### config.mk
export PLATFORM = sky130hd
export DESIGN_NAME = slacc_ram
export DESIGN_NICKNAME = d
export VERILOG_FILES = /design/src/sv/slacc_ram.sv
export SDC_FILE = /design/constraint.sdc
export NUM_CORES = 1
export LEC_CHECK = 0
export BUFFER_PORTS_ARGS = -buffer_cell sky130_fd_sc_hd__buf_2
export CAP_MARGIN = 25
export CORE_MARGIN = 1
export CORE_UTILIZATION = 55
export DETAILED_ROUTE_END_ITERATION = 8
export PLACE_DENSITY = 0.8
export RECOVER_POWER = 100
export SLEW_MARGIN = 40
export SYNTH_ARGS = -nofsm -noshare
export SYNTH_HDL_FRONTEND = slang
export SYNTH_SLANG_ARGS = --single-unit
### constraint.sdc
create_clock -name clock -period 8.6 [get_ports clock]
set_clock_uncertainty 0.05 [all_clocks]
set_input_delay 1.72 -clock clock [delete_from_list [all_inputs] [get_ports clock]]
set_output_delay 1.72 -clock clock [all_outputs]
set_load 0.01 [all_outputs]
### src/sv/slacc_ram.sv
module slacc_ram #(
   parameter int WIDTH = 72,
   parameter int DEPTH = 16,
   localparam int AW = $clog2(DEPTH)
) (
   input  logic             clock,
   input  logic             wr_en,
   input  logic [AW-1:0]    wr_addr,
   input  logic [WIDTH-1:0] wr_data,
   input  logic [AW-1:0]    rd_addr,
   output logic [WIDTH-1:0] rd_data
);

   logic [WIDTH-1:0] mem_ff [DEPTH];
   logic [WIDTH-1:0] rd_data_ff;

   always_ff @(posedge clock) begin
      if (wr_en) begin
         mem_ff[wr_addr] <= wr_data;
      end
      rd_data_ff <= mem_ff[rd_addr];
   end

   assign rd_data = rd_data_ff;

endmodule

-- Word level (Yosys, flattened, before mapping)
Memory sizes are Yosys's and may differ from the RTL's. A register that Yosys moved wholly into a read port is not among the register bits.
Cells that the tools add are included.
- mux-type cells: 2
- operator list (cell ; count):
    2-to-1 mux 1 bit ; 2
- register bits after elaboration: 0
- word-level logic and storage cells: 3
- bits of input ports: 82
- memories kept: 1
- RAM bits: 1152
- memories (name ; words ; bits a word ; rd ports ; clocked after Yosys merged registers in ; wr ports ; line ; RTL):
    mem_ff ; 16 ; 72 ; 1 ; 1 ; 1 ; 14 ; logic [WIDTH-1:0] mem_ff [DEPTH];

-- Logic depth before layout (Yosys ltp)
- depth after elaboration: 2
- mapped depth: 6
- depth with buffers taken out: 3

-- Least setup slack after synthesis
OpenSTA, ideal clock, no wires.
- path kind: input-to-reg
- from: in wr_addr[2]
- to: mem mem_ff[0][0] (enable)
- setup time: 0.592 ns
- arrival time: 7.120 ns
- stages on the path: 2
- setup slack: 0.839 ns
- path through: or3b_2 -> nor3_1
- RTL lines (what ; line ; RTL):
    from (decl) ; 8 ; input logic [AW-1:0] wr_addr,
    to (decl) ; 14 ;
No word-level cell before the write port.

==> run_results.csv <==
group,metric,value,unit
grt,grt_pass1_vias,22020,
floorplan,ios,154,
grt,grt_first_pass_wirelength,148800,microns
placed_design,hpwl,47950,microns
detailed_routing,ant_nets,0,
yosys,synth_cells,1850,
detailed_routing,dr.pass1.iters,5,
sta,report.final.hold_viol_count,0,
yosys,syn_nets,1932,
sta,worst_slew_pin_slew,4289,ps
yosys,syn-cell-area,44550,sq um
power,ir_drop,0.1816,mV
grt,grt_max_degree,101,
yosys,yosysWarnings,0,
sta,slew-limit-headroom,-186.0,%
setup_path,criticalPathCategory,"input port to flop",
yosys,synth_seq_area_share,80.89,%
power,powerDensity,246.4,nW/um^2
detailed_routing,drtIter0Drc,2789,
detailed_routing,via_per_inst,6.575,
placed_design,gp_congestion,0.7269,
setup_path,critPathMaxStageDelay,2530,ps
cells_and_area,fin_nets,2151,
grt,antenna_found_initial,9,
floorplan,die_area,82140,sq um
floorplan,initial_core_util,55.49,%
cells_and_area,area_growth,12.47,%
placed_design,dp.cells,3012,
clocking,cts-resized-gates,0,
yosys,yosysUniqueCellTypes,18,
placed_design,pre_cts_ws,4070,ps
status,status,"complete, but fails checks",
clocking,clkSinkCount,1224,
setup_path,worst_ep_required_time,9130,ps
floorplan,row_count,104,
clocking,cts.path.max_buffers,3,
sta,finalCriticalPeriod,6311,ps
grt,grt-ovfl-total,0,
grt,track_usage,25.25,%
setup_path,path_cells,"buf_2 -> nor2_1 -> buf_8 -> clkbuf_1 -> a22oi_1 -> nand2_1",
detailed_routing,wl_per_cell,32.68,microns
sta,fin_ws,2289,ps
setup_path,critPathMaxFanout,46,
cells_and_area,layout-drive-gt1-share,22.57,%
detailed_routing,via_count,21240,
sta,fmax,0.1584,GHz
floorplan,die_y,286.6,microns
setup_path,crit_family,"buffers and inverters",
worst_hold_path,hold_path.class,"flop to flop",
power,leakage,15.69,nW
clocking,cts_root_buffer,"clkbuf_16",
setup_path,endpoint_kind,"flop",
sta,finalSetupViolations,0,
cells_and_area,final_util,62.41,%
sta,maxSlewViolCount,468,
yosys,avgSynthCellArea,24.08,sq um
clocking,postCtsSetupBuffers,0,
detailed_routing,drc,0,
status,violations,"max-capacitance violations, max-slew violations",
clocking,hold_buffers,0,
detailed_routing,drt-total-wl,105600,microns
flow_run,drv_cap,16,
clocking,cts_tree,"built",
floorplan,coreArea,80290,sq um
floorplan,die_w,286.6,microns
setup_path,critPathLaunchType,"input port",
placed_design,io_buffer_count,153,
clocking,clkLatencyLatePin,680,ps
setup_path,crit_buf_inv,3,
clocking,clkTransAtPathRegs,60,ps
cells_and_area,final_cells,3231,
clocking,cts.htree.levels,3,
setup_path,slowest_stage,"clkbuf_1",
sta,fin_crit_sh,73.39,%
clocking,numCtsBuffers,112,
sta,rsz0062_at_grt,"false",
yosys,ys_ff_latch,1224,
sta,setup_tns,0,ps
setup_path,cp_data_arrival_time,6840,ps
## placed cells by master, fill, tap and decap left out, drive strengths merged, types with 4 or more instances in the layout
master	instances
a22oi	144
buf	34
bufinv	10
clkbuf	323
clkinv	39
clkinvlp	5
dfxtp	72
diode	4
edfxtp	1152
mux4	288
nand2	73
nor2	13
nor3	4
## per-stage QoR
| stage | hold slack [ps] | power (mW) | area (sq um) |
|---|---|---|---|
| floorplan | 584.9 | 7.170 | 44550 |
| global placement | 595.2 | 7.383 | 46520 |
| detailed placement | 603.5 | 7.424 | 46870 |
| CTS | 623.9 | 12.36 | 50550 |
| global route | 648.4 | 12.63 | 50110 |
| finish | 613.7 | 12.35 | 50110 |
## flip-flops by register name, indices dropped and copies added, names as in the netlist
register / count
rd_data: 72
mem_ff: 1152
## area by class of cell
| class | instances | area, sq um |
|---|---|---|
| Sequential cell | 1224 | 36030 |
| Tap cell | 1060 | 1326 |
| Antenna cell | 4 | 10.01 |
| Multi-Input combinational cell | 531 | 8003 |
| Fill cell | 5022 | 30180 |
| Timing Repair Buffer | 200 | 1050 |
| Clock buffer | 157 | 3147 |
| Clock inverter | 55 | 536.8 |
## synthesized netlist by cell type
| cell type | count | share of area [%] |
|---|---|---|
| edfxtp_1 | 1152 | 78 |
| and2_1 | 1 | 0.014 |
| mux4_2 | 288 | 15 |
| nor2b_1 | 2 | 0.028 |
| or3b_2 | 1 | 0.020 |
| buf_6 | 19 | 0.48 |
| buf_1 | 7 | 0.059 |
| clkbuf_1 | 50 | 0.42 |
| nand3b_1 | 2 | 0.034 |
| a22oi_1 | 144 | 2.4 |
| nand2b_1 | 2 | 0.028 |
| nand2_1 | 73 | 0.62 |
| buf_4 | 9 | 0.15 |
| nand3_1 | 1 | 0.011 |
| buf_2 | 10 | 0.11 |
| dfxtp_1 | 72 | 3.2 |
| nor3_1 | 4 | 0.045 |
| nor2_1 | 13 | 0.11 |
## power breakdown
part	internal [mW]	switching, mW	leakage [nW]
Combinational	0.221	0.355	2.89
Sequential	6.67	0.0627	11.0
Clock	2.85	2.18	1.79
Total	9.75	2.60	15.7
## worst min-delay path, stage by stage, from the launching register on
cell and delay [ps]:
edfxtp_1 320, mux4_2 220, a22oi_1 60, nand2_1 60
## routing by layer
layer,vias to the layer above,routed length [microns],GRT usage [%]
li1,8356,-,-
met3,259,10850,4.952
met2,1542,53820,41.97
met4,10,3419,8.890
met5,-,58,0
met1,11080,37440,33.65
## path summary, 6_finish.rpt
| check | from | endpoint | slack, ps | cells past startpoint |
|---|---|---|---|---|
| worst max-delay path | rd_addr[2] | rd_data[11] | 2290 | 6 |
| worst min-delay path | mem_ff[14][2] | rd_data[2] | 610 | 3 |
| worst min register to register | mem_ff[14][2] | rd_data[2] | 610 | 3 |
| worst max register to register | mem_ff[2][26] | rd_data[26] | 7060 | 3 |
## cells by family after synthesis
kind of cell	after synthesis	share of synthesized area, %
flops	1224	80.89
mux	288	14.56
compound gates	144	2.427
simple gates	99	0.9043
buf+inv	95	1.225
Power figures use the tool's default switching activity.
