===== config.mk =====
export PLATFORM = sky130hd
export DESIGN_NAME = slacc_ctrl
export DESIGN_NICKNAME = d
export VERILOG_FILES = /design/src/sv/slacc_pkg.sv /design/src/sv/slacc_ctrl.sv
export SDC_FILE = /design/constraint.sdc
export NUM_CORES = 1
export LEC_CHECK = 0
export BUFFER_PORTS_ARGS = -buffer_cell sky130_fd_sc_hd__buf_2
export CORE_ASPECT_RATIO = 0.6
export CORE_MARGIN = 3
export CORE_UTILIZATION = 50
export CTS_BUF_LIST = sky130_fd_sc_hd__clkbuf_2
export CTS_CLUSTER_SIZE = 16
export DETAILED_ROUTE_END_ITERATION = 10
export PLACE_DENSITY = 0.8
export SYNTH_ARGS = -nofsm -noshare
export SYNTH_HDL_FRONTEND = slang
export SYNTH_SLANG_ARGS = --single-unit

===== constraint.sdc =====
create_clock -name clock -period 2 [get_ports clock]
set_input_delay 0.4 -clock clock [delete_from_list [all_inputs] [get_ports clock]]
set_output_delay 0.4 -clock clock [all_outputs]
set_load 0.005 [all_outputs]

===== src/sv/slacc_pkg.sv =====
package slacc_pkg;

   // default geometry and walk length
   localparam int ImgWidthDefault  = 480;
   localparam int ImgHeightDefault = 360;
   localparam int MaxStepsDefault  = 2048;

   // field and datapath widths
   localparam int COORD_W    = 19;   // Q10.8 signed coordinate
   localparam int DIFF_W     = 20;   // end minus start
   localparam int SQF_W      = 40;   // full square of a difference
   localparam int POS_W      = 21;   // walk point with cross offset
   localparam int SQ_W       = 39;   // sum of squares
   localparam int ROOT_W     = 20;   // segment length, Q.8
   localparam int SQRT_ITERS = 20;
   localparam int MAG_W      = 19;   // magnitude of a difference
   localparam int DIV_ITERS  = 19;
   localparam int ITER_W     = 5;
   localparam int XI_W       = 12;   // integer pixel part of a position
   localparam int ACC_W      = 24;   // Q8.16 accumulator channel
   localparam int AMT_W      = 16;   // splat amount per channel
   localparam int WGT_W      = 17;   // bilinear weight, Q0.16 up to 1.0
   localparam int PROD_W     = 17;
   localparam int CH_N       = 3;
   localparam int ROW_W      = ACC_W * CH_N;
   localparam int PIX_W      = 18;
   localparam int COL_W      = 8;
   localparam int GAIN_W     = 16;
   localparam int CSR_W      = 32;
   localparam int PADDR_W    = 3;

   localparam logic [15:0] DECAY_RESET = 16'd47186;  // 0.72
   localparam logic [15:0] K085        = 16'd55706;  // 0.85
   localparam logic [15:0] K030        = 16'd19661;  // 0.30
   localparam logic [15:0] RECIP255    = 16'd32897;  // 2^23 / 255, rounded up
   localparam logic signed [POS_W-1:0] CROSS_OFS = 21'sd410;  // 1.6 pixel

   // register index, taken from paddr[2]
   localparam logic CSR_IDX_DECAY = 1'b0;

   // splat order around one walk point
   localparam logic [2:0] SPLAT_CORE  = 3'd0;
   localparam logic [2:0] SPLAT_LEFT  = 3'd1;
   localparam logic [2:0] SPLAT_RIGHT = 3'd2;
   localparam logic [2:0] SPLAT_UP    = 3'd3;
   localparam logic [2:0] SPLAT_DOWN  = 3'd4;

   // cells of one bilinear splat
   localparam logic [1:0] CELL_TL = 2'd0;
   localparam logic [1:0] CELL_TR = 2'd1;
   localparam logic [1:0] CELL_BL = 2'd2;
   localparam logic [1:0] CELL_BR = 2'd3;

   typedef struct packed {
      logic       load;
      logic       clear_wr;
      logic       sq_mul;
      logic       sq_add;
      logic       sqrt_step;
      logic       core_fix;
      logic       side_mul;
      logic       steps_calc;
      logic       div_step;
      logic       div_fix;
      logic       splat_pos;
      logic       splat_wgt;
      logic       cell_rd;
      logic       cell_wr;
      logic       advance;
      logic       tone_rd;
      logic       tone_wr;
      logic [2:0] splat_sel;
      logic [1:0] cell_sel;
   } cmd_type;

   typedef struct packed {
      logic clear_last;
      logic splat_hit;
      logic point_last;
   } status_type;

endpackage


===== src/sv/slacc_ctrl.sv =====
module slacc_ctrl (
   input  logic                   clock,
   input  logic                   reset,
   input  logic                   start,
   input  logic                   req_op,
   input  slacc_pkg::status_type  status,
   output slacc_pkg::cmd_type     cmd,
   output logic                   busy
);

   typedef enum logic [16:0] {
      ST_CLEAR    = 17'b00000000000000001,
      ST_IDLE     = 17'b00000000000000010,
      ST_TONE_RD  = 17'b00000000000000100,
      ST_TONE_WR  = 17'b00000000000001000,
      ST_SQ_MUL   = 17'b00000000000010000,
      ST_SQ_ADD   = 17'b00000000000100000,
      ST_SQRT     = 17'b00000000001000000,
      ST_CORE_FIX = 17'b00000000010000000,
      ST_SIDE_MUL = 17'b00000000100000000,
      ST_STEPS    = 17'b00000001000000000,
      ST_DIV      = 17'b00000010000000000,
      ST_DIV_FIX  = 17'b00000100000000000,
      ST_POS      = 17'b00001000000000000,
      ST_WGT      = 17'b00010000000000000,
      ST_CELL_RD  = 17'b00100000000000000,
      ST_CELL_WR  = 17'b01000000000000000,
      ST_ADVANCE  = 17'b10000000000000000
   } state_type;

   typedef logic [slacc_pkg::ITER_W-1:0] iter_type;

   state_type state_ff, state_in;
   iter_type iter_ff, iter_in;
   logic [2:0] splat_ff, splat_in;
   logic [1:0] cell_ff, cell_in;

   always_ff @(posedge clock) begin
      if (reset) begin
         state_ff <= ST_CLEAR;
         iter_ff  <= '0;
         splat_ff <= slacc_pkg::SPLAT_CORE;
         cell_ff  <= slacc_pkg::CELL_TL;
      end else begin
         state_ff <= state_in;
         iter_ff  <= iter_in;
         splat_ff <= splat_in;
         cell_ff  <= cell_in;
      end
   end

   always_comb begin
      state_in = state_ff;
      iter_in  = iter_ff;
      splat_in = splat_ff;
      cell_in  = cell_ff;
      case (state_ff)
         ST_CLEAR: begin
            if (status.clear_last) state_in = ST_IDLE;
         end
         ST_IDLE: begin
            if (start) state_in = req_op ? ST_TONE_RD : ST_SQ_MUL;
         end
         ST_TONE_RD: state_in = ST_TONE_WR;
         ST_TONE_WR: state_in = ST_IDLE;
         ST_SQ_MUL:  state_in = ST_SQ_ADD;
         ST_SQ_ADD: begin
            iter_in  = '0;
            state_in = ST_SQRT;
         end
         ST_SQRT: begin
            iter_in = iter_ff + 1'b1;
            if (iter_ff == iter_type'(slacc_pkg::SQRT_ITERS - 1)) state_in = ST_CORE_FIX;
         end
         ST_CORE_FIX: state_in = ST_SIDE_MUL;
         ST_SIDE_MUL: state_in = ST_STEPS;
         ST_STEPS: begin
            iter_in  = '0;
            state_in = ST_DIV;
         end
         ST_DIV: begin
            iter_in = iter_ff + 1'b1;
            if (iter_ff == iter_type'(slacc_pkg::DIV_ITERS - 1)) state_in = ST_DIV_FIX;
         end
         ST_DIV_FIX: begin
            splat_in = slacc_pkg::SPLAT_CORE;
            state_in = ST_POS;
         end
         ST_POS: state_in = ST_WGT;
         ST_WGT: begin
            cell_in = slacc_pkg::CELL_TL;
            if (status.splat_hit) begin
               state_in = ST_CELL_RD;
            end else if (splat_ff == slacc_pkg::SPLAT_DOWN) begin
               state_in = ST_ADVANCE;
            end else begin
               splat_in = splat_ff + 3'd1;
               state_in = ST_POS;
            end
         end
         ST_CELL_RD: state_in = ST_CELL_WR;
         ST_CELL_WR: begin
            if (cell_ff != slacc_pkg::CELL_BR) begin
               cell_in  = cell_ff + 2'd1;
               state_in = ST_CELL_RD;
            end else if (splat_ff == slacc_pkg::SPLAT_DOWN) begin
               state_in = ST_ADVANCE;
            end else begin
               splat_in = splat_ff + 3'd1;
               state_in = ST_POS;
            end
         end
         ST_ADVANCE: begin
            splat_in = slacc_pkg::SPLAT_CORE;
            state_in = status.point_last ? ST_IDLE : ST_POS;
         end
         default: state_in = ST_IDLE;
      endcase
   end

   always_comb begin
      cmd            = '0;
      cmd.load       = (state_ff == ST_IDLE) && start;
      cmd.clear_wr   = (state_ff == ST_CLEAR);
      cmd.sq_mul     = (state_ff == ST_SQ_MUL);
      cmd.sq_add     = (state_ff == ST_SQ_ADD);
      cmd.sqrt_step  = (state_ff == ST_SQRT);
      cmd.core_fix   = (state_ff == ST_CORE_FIX);
      cmd.side_mul   = (state_ff == ST_SIDE_MUL);
      cmd.steps_calc = (state_ff == ST_STEPS);
      cmd.div_step   = (state_ff == ST_DIV);
      cmd.div_fix    = (state_ff == ST_DIV_FIX);
      cmd.splat_pos  = (state_ff == ST_POS);
      cmd.splat_wgt  = (state_ff == ST_WGT);
      cmd.cell_rd    = (state_ff == ST_CELL_RD);
      cmd.cell_wr    = (state_ff == ST_CELL_WR);
      cmd.advance    = (state_ff == ST_ADVANCE);
      cmd.tone_rd    = (state_ff == ST_TONE_RD);
      cmd.tone_wr    = (state_ff == ST_TONE_WR);
      cmd.splat_sel  = splat_ff;
      cmd.cell_sel   = cell_ff;
   end

   assign busy = (state_ff != ST_IDLE);

endmodule


==> impl_results.md, run 1 <==
- Worst_ep grt: cmd[21]
- Count of distinct cell types in the synthesized netlist: 47
- #FFs+latches synth: 27
- CTS max path bufs: 2
- Clock buffer count from CTS: 3
- Stop stage: global routing (5_1_grt)
- Status: did not finish
- Largest net degree at the start of global routing: 16
- Rows: 15
- Mapped Area: 1640 um2
- Placer Congestion: 0.931
- Root Buffer: clkbuf_2
- Die X-Extent: 79.9 um
- WEP type: primary output
- H-Tree Depth: 1
- Ports: 30
- Post-synthesis sequential area ratio: 0.330
- Placed instance area: 2190 um2
- Synthesis warning total: 0
- Post-synth EDFFs: 0
- Port Buf Inserts: 29
- HPWL Detailed: 3.78 mm
- Initial Util: 0.545
- CTS Hold Buffers Added: 0
- Main flop type after synthesis: dfxtp_1
- Post-synthesis net count: 210
- Clk sinks: 27
- Average size of a mapped cell: 8.27 um2
- Die H: 50.3 um
- Ys async rst share: 0
- Initial antenna violation count: 1
- Gate Count Post-Synth: 198
- Err: [ERROR DPL-0033] detailed placement checks failed during check placement.
[what timing repair did]
item / 4_1_cts
endpoints found under the setup margin: 34
resized for setup: 48
setup buffers: 17
pin swaps: 16
[cell families after synthesis]
family | after synthesis | share of synthesized area
compound gates | 30 | 0.125
xor+xnor | 7 | 0.0374
fa+ha+maj | 5 | 0.0382
buf+inv | 19 | 0.0489
flops | 27 | 0.330
mux | 1 | 0.00687
simple gates | 109 | 0.413
[cell usage after synthesis, types with 2 or more instances]
| cell type | n | area share |
|---|---|---|
| dfxtp_1 | 27 | 0.33 |
| nor2_1 | 23 | 0.053 |
| a21oi_1 | 13 | 0.040 |
| nor3_1 | 13 | 0.040 |
| inv_1 | 11 | 0.025 |
| nor3b_1 | 9 | 0.041 |
| nor4_1 | 9 | 0.034 |
| clkbuf_1 | 6 | 0.014 |
| nand3_1 | 6 | 0.018 |
| nor2b_1 | 6 | 0.023 |
| and3_1 | 5 | 0.019 |
| ha_1 | 5 | 0.038 |
| nand4_1 | 5 | 0.019 |
| o21ai_0 | 5 | 0.015 |
| nand2_1 | 4 | 0.0092 |
| or4_1 | 4 | 0.018 |
| xor2_1 | 4 | 0.021 |
| or3_1 | 3 | 0.011 |
| xnor2_1 | 3 | 0.016 |
| a21o_1 | 2 | 0.0092 |
| a32oi_1 | 2 | 0.011 |
| nand4b_1 | 2 | 0.011 |
| nor3b_2 | 2 | 0.015 |
| nor4_2 | 2 | 0.015 |
| nor4b_1 | 2 | 0.011 |
| o31ai_1 | 2 | 0.0092 |
| or2_2 | 2 | 0.0076 |
| or4_4 | 2 | 0.014 |
[stage by stage]
stage | instances | hold slack [ns] | setup slack [ns]
4_1_cts | 330 | 0.198 | -0.436
3_5_place_dp | 309 | 0.486 | -0.128
3_3_place_gp | 309 | 0.481 | -0.124
2_1_floorplan | 198 | 0.464 | -0.130
==> run 2, diff against run 1 <==
==> config.mk (replaced) <==
export PLATFORM = sky130hd
export DESIGN_NAME = slacc_ctrl
export DESIGN_NICKNAME = d
export VERILOG_FILES = /design/src/sv/slacc_pkg.sv /design/src/sv/slacc_ctrl.sv
export SDC_FILE = /design/constraint.sdc
export NUM_CORES = 1
export LEC_CHECK = 0
export BUFFER_PORTS_ARGS = -buffer_cell sky130_fd_sc_hd__buf_2
export CORE_MARGIN = 3
export CORE_UTILIZATION = 35
export DETAILED_ROUTE_END_ITERATION = 10
export PLACE_DENSITY_LB_ADDON = 0.15
export SYNTH_ARGS = -nofsm -noshare
export SYNTH_HDL_FRONTEND = slang
export SYNTH_SLANG_ARGS = --single-unit
==> constraint.sdc (replaced) <==
create_clock -name clock -period 2.6 [get_ports clock]
set_input_delay 0.52 -clock clock [delete_from_list [all_inputs] [get_ports clock]]
set_output_delay 0.52 -clock clock [all_outputs]
set_load 0.005 [all_outputs]
==> run 2 against run 1 <==
  * Synthesized cell count is the same
  * Synthesized area is the same
  * The flow now finishes without violations
==> impl_results.md, run 2 <==
- Reg with most FFs: state_ff
- Max Cap Violations: 0
- Critical Path Max Stage Delay: 0.62 ns
- CTS max path bufs: 2 (unchanged)
- Gate Count Post-Synth: 198 (unchanged)
- Critical path type: flip-flop to output port
- Initial antenna violation count: 0
- Synthesis warning total: 0 (unchanged)
- Type of destination of the critical path: output port
- Finished Cell Area: 1990 um2
- Placer Congestion: 0.774 (-17%)
- Clock slew at reported path FFs: 0.10 ns
- Nets: 249
- Final WL: 4.10 mm
- CP top delay family: simple AND/OR/NAND/NOR gates
- Worst path bufs/invs: 1
- Mapped Area: 1640 um2 (unchanged)
- GRT overflow: 0
- Leak Pwr: 0.864 nW
- Rel. slew slack: 0.668
- Fmax: 401 MHz
- Die ar.: 5540 um2
- Sequential share of power: 0.539
- Average size of a mapped cell: 8.27 um2 (unchanged)
- Vias/cell: 5.45
- Area Overhead vs Synth: 21.2%
- First-pass GRT wire length: 6.81 mm
- Slew @ Worst Pin: 0.497 ns
- Synth top cells by count: 27 x dfxtp_1, 23 x nor2_1, 13 x a21oi_1, 13 x nor3_1, 11 x inv_1
- Req. time, crit path: 2.08 ns
- Residual DRC: 0
- Cell Pwr Density: 399 nW/um2
- Post-synth EDFFs: 0 (unchanged)
- Top cells by area, synth: dfxtp_1 33%, nor2_1 5.3%, nor3b_1 4.1%
- Setup repair after global routing missed its margin: true
- GRT Total Usage: 0.158
- CTS tree: done
- Rows: 24 (+9)
- Pins Over Slew Limit: 0
- Count of distinct cell types in the synthesized netlist: 47 (unchanged)
- CP Data Arrival Time: 1.97 ns
- CP max-delay cell: or4_1
- Area leader, netlist: dfxtp_1
- Period utilisation layout: 0.959
- Fill cell count: 461
- Mean routed wirelength per cell: 14.2 um
- Status: finished, final reports clean
- Port Buf Inserts: 29 (unchanged)
- #FFs+latches synth: 27 (unchanged)
- Worst Setup Start Kind: flip-flop
- Ports: 30 (unchanged)
- Most frequent cells in the layout: 29 x buf_2, 26 x dfxtp_1, 23 x nor2_1
- Post-placement cell count: 282 (-8.7%)
- H-Tree Depth: 1 (unchanged)
- Main flop type after synthesis: dfxtp_1
- Via count: 1569
- Finish-stage setup viols: 0
- Ys async rst share: 0 (unchanged)
- Vias in the first global route: 1482
- Hold Slack: 0.406 ns
- Share of cells above drive strength 1: 0.280
- Post-route ant nets: 0
- Worst-path fanout max: 7
- Floorplan Core Area: 4440 um2
- Net Sw Power: 0.218 mW
- Initial Util: 0.369 (-0.177)
- Largest registers: state_ff: 17 flops, iter_ff: 5 flops, splat_ff: 3 flops
- Post-synthesis sequential area ratio: 0.330 (unchanged)
- Placed instance area: 1890 um2 (-14%)
- Fin. Hold Viols: 0
- HPWL Detailed: 3.10 mm (-18%)
- Post-synthesis net count: 210 (unchanged)
- Logic pwr share: 0.139
- First drt pass iteration count: 4
- Power consumption: 0.793 mW
- Max FFs per register: 17
- Largest net degree at the start of global routing: 25
- Die X-Extent: 74.4 um (-6.9%)
- Min-Delay Path Class: input port to flip-flop
- Clock skew: 0.00310 ns
- Root Buffer: clkbuf_8
- Die H: 74.4 um (+48%)
- Top-count cell post-synth: dfxtp_1
- Filler-free cell count of the finished design: 288
- Peak supply drop: 187 uV
- Yosys top cell area share: 0.330 (unchanged)
- Clk sinks: 27 (unchanged)
- Drt initial violations: 131
- Critical-path cell list: or4_1 -> nor4_1 -> and4b_1 -> buf_2
- Internal Dissipation: 0.575 mW
- Commonest non-fill, non-tap cell in the layout: buf_2
- Tmin final: 2.49 ns
- Clock buffer count from CTS: 3 (unchanged)
- N_diodes: 0
- Power share of the clock group: 0.322
- Worst-skew pair later-pin latency: 0.28 ns
- Sw Ratio: 0.274
==> run 2: path summary, 6_finish.rpt <==
| check | from | to | slack (ns) | depth (start not counted) |
|---|---|---|---|---|
| worst max-delay path | state_ff[4]$_SDFFE_PP0P_ | cmd[5] | 0.11 | 4 |
| worst min-delay path | req_op | state_ff[4]$_SDFFE_PP0P_ | 0.41 | 2 |
| worst max register to register | state_ff[1]$_SDFFE_PP0P_ | state_ff[4]$_SDFFE_PP0P_ | 0.25 | 5 |
| worst min register to register | iter_ff[3]$_SDFFE_PP0P_ | iter_ff[3]$_SDFFE_PP0P_ | 0.50 | 2 |
==> run 2: cell type report <==
cell class	instances	area [um2]	area share
clock buffers	3	41.3	0.0208
well taps	52	65.1	0.0328
multi-input cells	152	1050	0.528
inverters	11	41.3	0.0208
repair buffers	42	243	0.122
clock inverters	1	5.00	0.00252
flip-flops and latches	27	542	0.273
==> run 2: kinds of logic (layout without fill, tap and decap cells) <==
logic type / Yosys count / in the layout / share of synthesized area
AO/OA/AOI/OAI: 30 / 30 / 0.125
buffers and inverters: 19 / 57 / 0.0489
XOR/XNOR: 7 / 7 / 0.0374
adder cells (fa/ha/maj): 5 / 5 / 0.0382
multiplexers: 1 / 1 / 0.00687
flip-flops: 27 / 27 / 0.330
AND/OR/NAND/NOR: 109 / 109 / 0.413
==> run 2: stage by stage <==
step | TNS (ns) | util | setup slack (ns)
finish | 0 | 0.447 | 0.106
global route | -0.0748 | 0.447 | -0.0417
CTS | 0 | 0.436 | 0.0180
detailed placement | 0 | 0.426 | 0.216
global placement | 0 | 0.426 | 0.241
floorplan | 0 | - | 0.374
==> run 2: metal layers <==
| metal | vias up | GRT usage | part of all wire |
|---|---|---|---|
| met5 | - | 0 | 0 |
| met4 | 0 | 0.0415 | 0.0085 |
| met1 | 732 | 0.223 | 0.50 |
| met2 | 27 | 0.249 | 0.47 |
| met3 | 4 | 0.0257 | 0.029 |
| li1 | 806 | - | - |
==> run 2: what timing repair did <==
action                                  4_1_cts  5_1_grt
buffers inserted                              0        2
hold buffers                                  0        0
gates resized for setup                       0        7
endpoints found under the setup margin        0        9
==> run 2: power groups by stage <==
| stage | sequential (mW) | combinational [mW] | clock [mW] |
|---|---|---|---|
| final | 0.427 | 0.110 | 0.255 |
| after global routing | 0.428 | 0.123 | 0.276 |
| after CTS | 0.427 | 0.107 | 0.262 |
| after detailed placement | 0.436 | 0.106 | 0 |
| after global placement | 0.436 | 0.106 | 0 |
| after floorplan | 0.431 | 0.0771 | 0 |
==> run 2: worst register-to-register path, delay by kind of cell (launching register included) <==
kind	cells	cell delay, ns
flops	1	0.39
simple gates	4	1.37
compound gates	1	0.49
No activity file was read; power rests on OpenSTA's default activity.
==> run 3, diff against run 2 <==
--- a/config.mk
+++ b/config.mk
@@ -9,7 +9,7 @@
 export CORE_MARGIN = 3
 export CORE_UTILIZATION = 35
 export DETAILED_ROUTE_END_ITERATION = 10
-export PLACE_DENSITY_LB_ADDON = 0.15
+export PLACE_DENSITY = 0.64
 export SYNTH_ARGS = -nofsm -noshare
 export SYNTH_HDL_FRONTEND = slang
 export SYNTH_SLANG_ARGS = --single-unit
==> run 3 against run 2 <==
  * Die area stayed put
  * Sequential power about the same
  * Highest routed layer unchanged
  * Via count increased by 2.4%
  * Cell count unchanged
  * Clock skew is 0.0035 ns higher
==> impl_results.md, run 3 (same netlist as run 2, synthesis figures left out) <==
- First-pass GRT wire length: 6.62 mm (-2.8%)
- Period utilisation layout: 0.988 (+0.0291)
- H-Tree Depth: 1 (unchanged)
- Drt initial violations: 127 (-3.1%)
- Placer Congestion: 0.894 (+16%)
- Tmin final: 2.57 ns (+0.0757 ns)
- Vias/cell: 5.58 (+2.4%)
- Net Sw Power: 0.199 mW (-8.5%)
- Clock skew: 0.00656 ns (+0.00346 ns)
- GRT Total Usage: 0.153 (-0.00416)
- Nets: 249 (unchanged)
- Placed instance area: 1910 um2 (+0.79%)
- GRT overflow: 0 (unchanged)
- Die H: 74.4 um (unchanged)
- Critical Path Max Stage Delay: 0.62 ns (about the same)
- Type of destination of the critical path: output port
- Area Overhead vs Synth: 22.1%
- Fin. Hold Viols: 0 (unchanged)
- Fmax: 389 MHz (-2.9%)
- Leak Pwr: 0.867 nW (+0.29%)
- Share of cells above drive strength 1: 0.280 (unchanged)
- Final WL: 4.09 mm (-0.24%)
- Ports: 30 (unchanged)
- Min-Delay Path Class: input port to flip-flop
- Rel. slew slack: 0.522 (-0.146)
- Mean routed wirelength per cell: 14.2 um (-0.24%)
- Power share of the clock group: 0.308 (-0.014)
- Worst-skew pair later-pin latency: 0.27 ns (about the same)
- CP max-delay cell: or4_1
- CP Data Arrival Time: 2.05 ns (+0.08 ns)
- Root Buffer: clkbuf_8
- Slew @ Worst Pin: 0.707 ns (+0.210 ns)
- Critical path type: flip-flop to output port
- HPWL Detailed: 3.07 mm (-0.92%)
- Peak supply drop: 232 uV (+24%)
- Post-route ant nets: 0 (unchanged)
- Vias in the first global route: 1427 (-3.7%)
- N_diodes: 0 (unchanged)
- Power consumption: 0.776 mW (-2.2%)
- Residual DRC: 0 (unchanged)
- Setup repair after global routing missed its margin: true
- Initial Util: 0.369 (unchanged)
- Worst path bufs/invs: 1 (unchanged)
- Sequential share of power: 0.547 (+0.008)
- Status: finished, final reports clean
- Max FFs per register: 17 (unchanged)
- Setup TNS: 0 ns (unchanged)
- Worst-path fanout max: 7 (unchanged)
- Largest registers: state_ff: 17 flops, iter_ff: 5 flops, splat_ff: 3 flops
- Initial antenna violation count: 0 (unchanged)
- First drt pass iteration count: 4 (unchanged)
- Sw Ratio: 0.257 (-0.0176)
- Die X-Extent: 74.4 um (unchanged)
- Cell Pwr Density: 388 nW/um2 (-2.8%)
- Port Buf Inserts: 29 (unchanged)
- Floorplan Core Area: 4440 um2 (unchanged)
- CTS tree: done
- Clock buffer count from CTS: 3 (unchanged)
- Clock slew at reported path FFs: 0.09 ns (about the same)
- Rows: 24 (unchanged)
- Logic pwr share: 0.145 (+0.006)
- Commonest non-fill, non-tap cell in the layout: buf_2
- Internal Dissipation: 0.576 mW (+0.22%)
- Die ar.: 5540 um2 (unchanged)
- Worst Setup Start Kind: flip-flop
- Fin util: 0.450 (+0.00310)
- Clk sinks: 27 (unchanged)
- Finished Cell Area: 2000 um2 (+0.69%)
- Post-CTS setup buffers: 0 (unchanged)
- Critical-path cell list: or4_1 -> nor4_1 -> and4b_1 -> buf_2
- Reg with most FFs: state_ff
- Req. time, crit path: 2.08 ns (about the same)
- Via count: 1606 (+2.4%)
- CP top delay family: simple AND/OR/NAND/NOR gates
- Max Cap Violations: 0 (unchanged)
- CTS max path bufs: 2 (unchanged)
- Finish-stage setup viols: 0 (unchanged)
- Most frequent cells in the layout: 29 x buf_2, 27 x dfxtp_1, 22 x nor2_1
- Largest net degree at the start of global routing: 25 (unchanged)
- Pins Over Slew Limit: 0 (unchanged)
run 3: changes by cell type in the layout (fill, tap and decap cells not counted), sizes merged:
cell,previous run,this run
clkinv,1,0
clkbuf,3,4
run 3: worst reg2reg max path, delay by kind of cell, from the launching register on:
kind / cells / cell delay, ns
AND/OR/NAND/NOR: 4 / 1.41
flip-flops: 1 / 0.37
AO/OA/AOI/OAI: 1 / 0.47
run 3: layer usage:
metal  global-route usage  part of all wire
met4               0.0652             0.021
met1                0.217              0.49
met5                    0                 0
met2                0.237              0.45
met3               0.0162             0.039
run 3: layout make-up:
cell class | instances | area (um2)
Fill cell | 455 | 2440
Clock buffer | 4 | 45.0
Tap cell | 52 | 65.1
Timing Repair Buffer | 42 | 243
Inverter | 11 | 41.3
Multi-Input combinational cell | 152 | 1060
Sequential cell | 27 | 541
run 3: path summary, 6_finish.rpt:
kind                                                  to  slack, ns                startpoint  cells after the start
worst max register to register  state_ff[4]$_SDFFE_PP0P_       0.25  state_ff[0]$_SDFFE_PP1P_                      5
worst max-delay path                              cmd[5]       0.03  state_ff[4]$_SDFFE_PP0P_                      4
worst min-delay path            state_ff[4]$_SDFFE_PP0P_       0.41                    req_op                      2
worst min register to register  splat_ff[0]$_SDFFE_PP0P_       0.51  splat_ff[0]$_SDFFE_PP0P_                      2
run 3: power groups by stage:
stage / clock [mW] / combinational [mW] / sequential (mW)
6_report: 0.239 / 0.112 / 0.424
5_1_grt: 0.264 / 0.125 / 0.425
4_1_cts: 0.255 / 0.108 / 0.424
3_5_place_dp: 0 / 0.107 / 0.434
3_3_place_gp: 0 / 0.109 / 0.434
2_1_floorplan: 0 / 0.0771 / 0.431
run 3: repair_timing:
action	4_1_cts	5_1_grt
gates resized for setup	0	9
hold buffers	0	0
setup endpoints to repair	0	9
endpoints found under the hold margin	0	0
run 3: stage by stage:
step	cells	setup WS, ns	hold WS (ns)
after floorplan	198	0.374	0.466
final	288	0.0301	0.406
after detailed placement	284	0.246	0.494
after global placement	284	0.245	0.474
after global routing	288	-0.0296	0.408
after CTS	288	0.0206	0.395
==> run 4, diff against run 3 <==
==> constraint.sdc (replaced) <==
create_clock -name clock -period 2.6 [get_ports clock]
set_input_delay 0.39 -clock clock [delete_from_list [all_inputs] [get_ports clock]]
set_output_delay 0.39 -clock clock [all_outputs]
set_load 0.005 [all_outputs]
==> run 4 against run 3 <==
  * Utilization decreased by 0.93 points
  * Sequential power about the same
  * Via count decreased by 2.2%
  * Total power about the same
  * Cell count decreased by 0.69%
  * Largest power group unchanged
  * Highest routed layer unchanged
==> impl_results.md, run 4 (same netlist as run 2, synthesis figures left out) <==
- Status: finished, final reports clean
- Commonest non-fill, non-tap cell in the layout: buf_2
- Final setup margin: 0.158 ns (+0.128 ns)
- CP Data Arrival Time: 2.05 ns (about the same)
- Root Buffer: clkbuf_8
- Sequential cell area: 541 um2 (unchanged)
- Clock skew: 0.00614 ns (-0.000413 ns)
- Fmax: 409 MHz (+5.2%)
- Period utilisation layout: 0.939 (-0.0491)
- Clk sinks: 27 (unchanged)
- Final WL: 3.95 mm (-3.6%)
- Via count: 1570 (-2.2%)
- Setup repair after global routing missed its margin: false
- Leak Pwr: 0.852 nW (-1.7%)
- Drt initial violations: 175 (+38%)
- Pins Over Slew Limit: 0 (unchanged)
- Tmin final: 2.44 ns (-0.128 ns)
- Fin. Hold Viols: 0 (unchanged)
- H-Tree Depth: 1 (unchanged)
- Reg with most FFs: state_ff
- Rows: 24 (unchanged)
- Finish-stage setup viols: 0 (unchanged)
- Post-route ant nets: 0 (unchanged)
- CTS max path bufs: 2 (unchanged)
- First drt pass iteration count: 4 (unchanged)
- Vias/cell: 5.49 (-1.6%)
- Cell Pwr Density: 396 nW/um2 (+2.0%)
- Area Overhead vs Synth: 19.6%
- Fill cell count: 459 (+0.88%)
- CTS tree: done
- Share of cells above drive strength 1: 0.256 (-0.0233)
- Clock slew at reported path FFs: 0.09 ns (about the same)
- GRT Total Usage: 0.155 (+0.00181)
- Rel. slew slack: 0.573 (+0.0512)
- Die H: 74.4 um (unchanged)
- Type of destination of the critical path: output port
- GRT overflow: 0 (unchanged)
- Mean routed wirelength per cell: 13.8 um (-2.9%)
- Floorplan Core Area: 4440 um2 (unchanged)
- Slew @ Worst Pin: 0.631 ns (-0.0758 ns)
- Nets: 247 (-0.80%)
- Area of the multi-input gates: 1040 um2 (-2.5%)
- Req. time, crit path: 2.21 ns (+0.13 ns)
- Initial antenna violation count: 0 (unchanged)
- CTS Hold Buffers Added: 0 (unchanged)
- Placer Congestion: 0.873 (-2.3%)
- Min-Delay Path Class: input port to flip-flop
- Worst-path fanout max: 7 (unchanged)
- Peak supply drop: 156 uV (-33%)
- Largest net degree at the start of global routing: 25 (unchanged)
- First-pass GRT wire length: 6.84 mm (+3.3%)
- Critical path type: flip-flop to output port
- Placement Setup Slack: 0.245 ns (-0.00127 ns)
- N_diodes: 0 (unchanged)
- Ports: 30 (unchanged)
- Most frequent cells in the layout: 29 x buf_2, 27 x dfxtp_1, 22 x nor2_1
- Max Cap Violations: 0 (unchanged)
- Setup TNS: 0 ns (unchanged)
- Worst Setup Start Kind: flip-flop
- Max FFs per register: 17 (unchanged)
- Worst-skew pair later-pin latency: 0.27 ns (about the same)
- Vias in the first global route: 1445 (+1.3%)
- Residual DRC: 0 (unchanged)
- Port Buf Inserts: 29 (unchanged)
- Largest registers: state_ff: 17 flops, iter_ff: 5 flops, splat_ff: 3 flops
- Die X-Extent: 74.4 um (unchanged)
- HPWL Detailed: 2.94 mm (-4.2%)
- Die ar.: 5540 um2 (unchanged)
- Initial Util: 0.369 (unchanged)
- Clock buffer count from CTS: 3 (unchanged)
==> run 4: cell type report <==
| cell class | count | area share |
|---|---|---|
| multi-input combinational | 152 | 0.530 |
| sequential | 27 | 0.276 |
| timing repair buffer | 40 | 0.116 |
| tap | 52 | 0.0332 |
| clock buffer | 4 | 0.0230 |
| inverter | 11 | 0.0211 |
==> run 4: worst max-delay path, stage by stage, from the launching register on <==
cell and delay (ns):
dfxtp_1 0.40, nor4_4 0.42, nand4_1 0.23, or4_1 0.51, nor2_1 0.11, buf_2 0.11
==> run 4: final timing paths <==
check                      startpoint                  endpoint  slack, ns  depth (start not counted)
max          state_ff[5]$_SDFFE_PP0P_                   cmd[21]       0.16                          5
max reg2reg  state_ff[0]$_SDFFE_PP1P_  state_ff[2]$_SDFFE_PP0P_       0.27                          5
min                            req_op  state_ff[4]$_SDFFE_PP0P_       0.29                          2
min reg2reg  splat_ff[0]$_SDFFE_PP0P_  splat_ff[0]$_SDFFE_PP0P_       0.50                          2
==> run 4: timing repair <==
| action | 4_1_cts | 5_1_grt |
|---|---|---|
| gates resized for setup | 1 | 3 |
| pin swaps | 0 | 1 |
| setup endpoints to repair | 2 | 4 |
| setup buffers | 0 | 1 |
==> run 4: where the power goes <==
part	total [mW]	leakage, nW	switching, mW	internal, mW
combinational	0.109	0.611	0.0610	0.0477
clock	0.242	0.0228	0.132	0.110
sequential	0.424	0.218	0.00624	0.418
==> run 4: per-stage QoR <==
step / total power, mW / util / hold slack, ns / std cells / cell area, um2
4_1_cts: 0.783 / 0.436 / 0.276 / 285 / 1940
2_1_floorplan: 0.508 / - / 0.462 / 198 / 1640
6_report: 0.775 / 0.441 / 0.286 / 286 / 1960
3_3_place_gp: 0.540 / 0.424 / 0.480 / 281 / 1880
5_1_grt: 0.815 / 0.441 / 0.284 / 286 / 1960
3_5_place_dp: 0.540 / 0.424 / 0.482 / 281 / 1880
==> run 4: routing by layer <==
metal / vias up / share of wire / routed length, um / track usage
li1: 799 / - / - / -
met1: 727 / 0.48 / 1890 / 0.222
met2: 37 / 0.46 / 1800 / 0.240
met3: 7 / 0.046 / 181 / 0.0230
met4: 0 / 0.019 / 74 / 0.0474
met5: - / 0 / 0 / 0
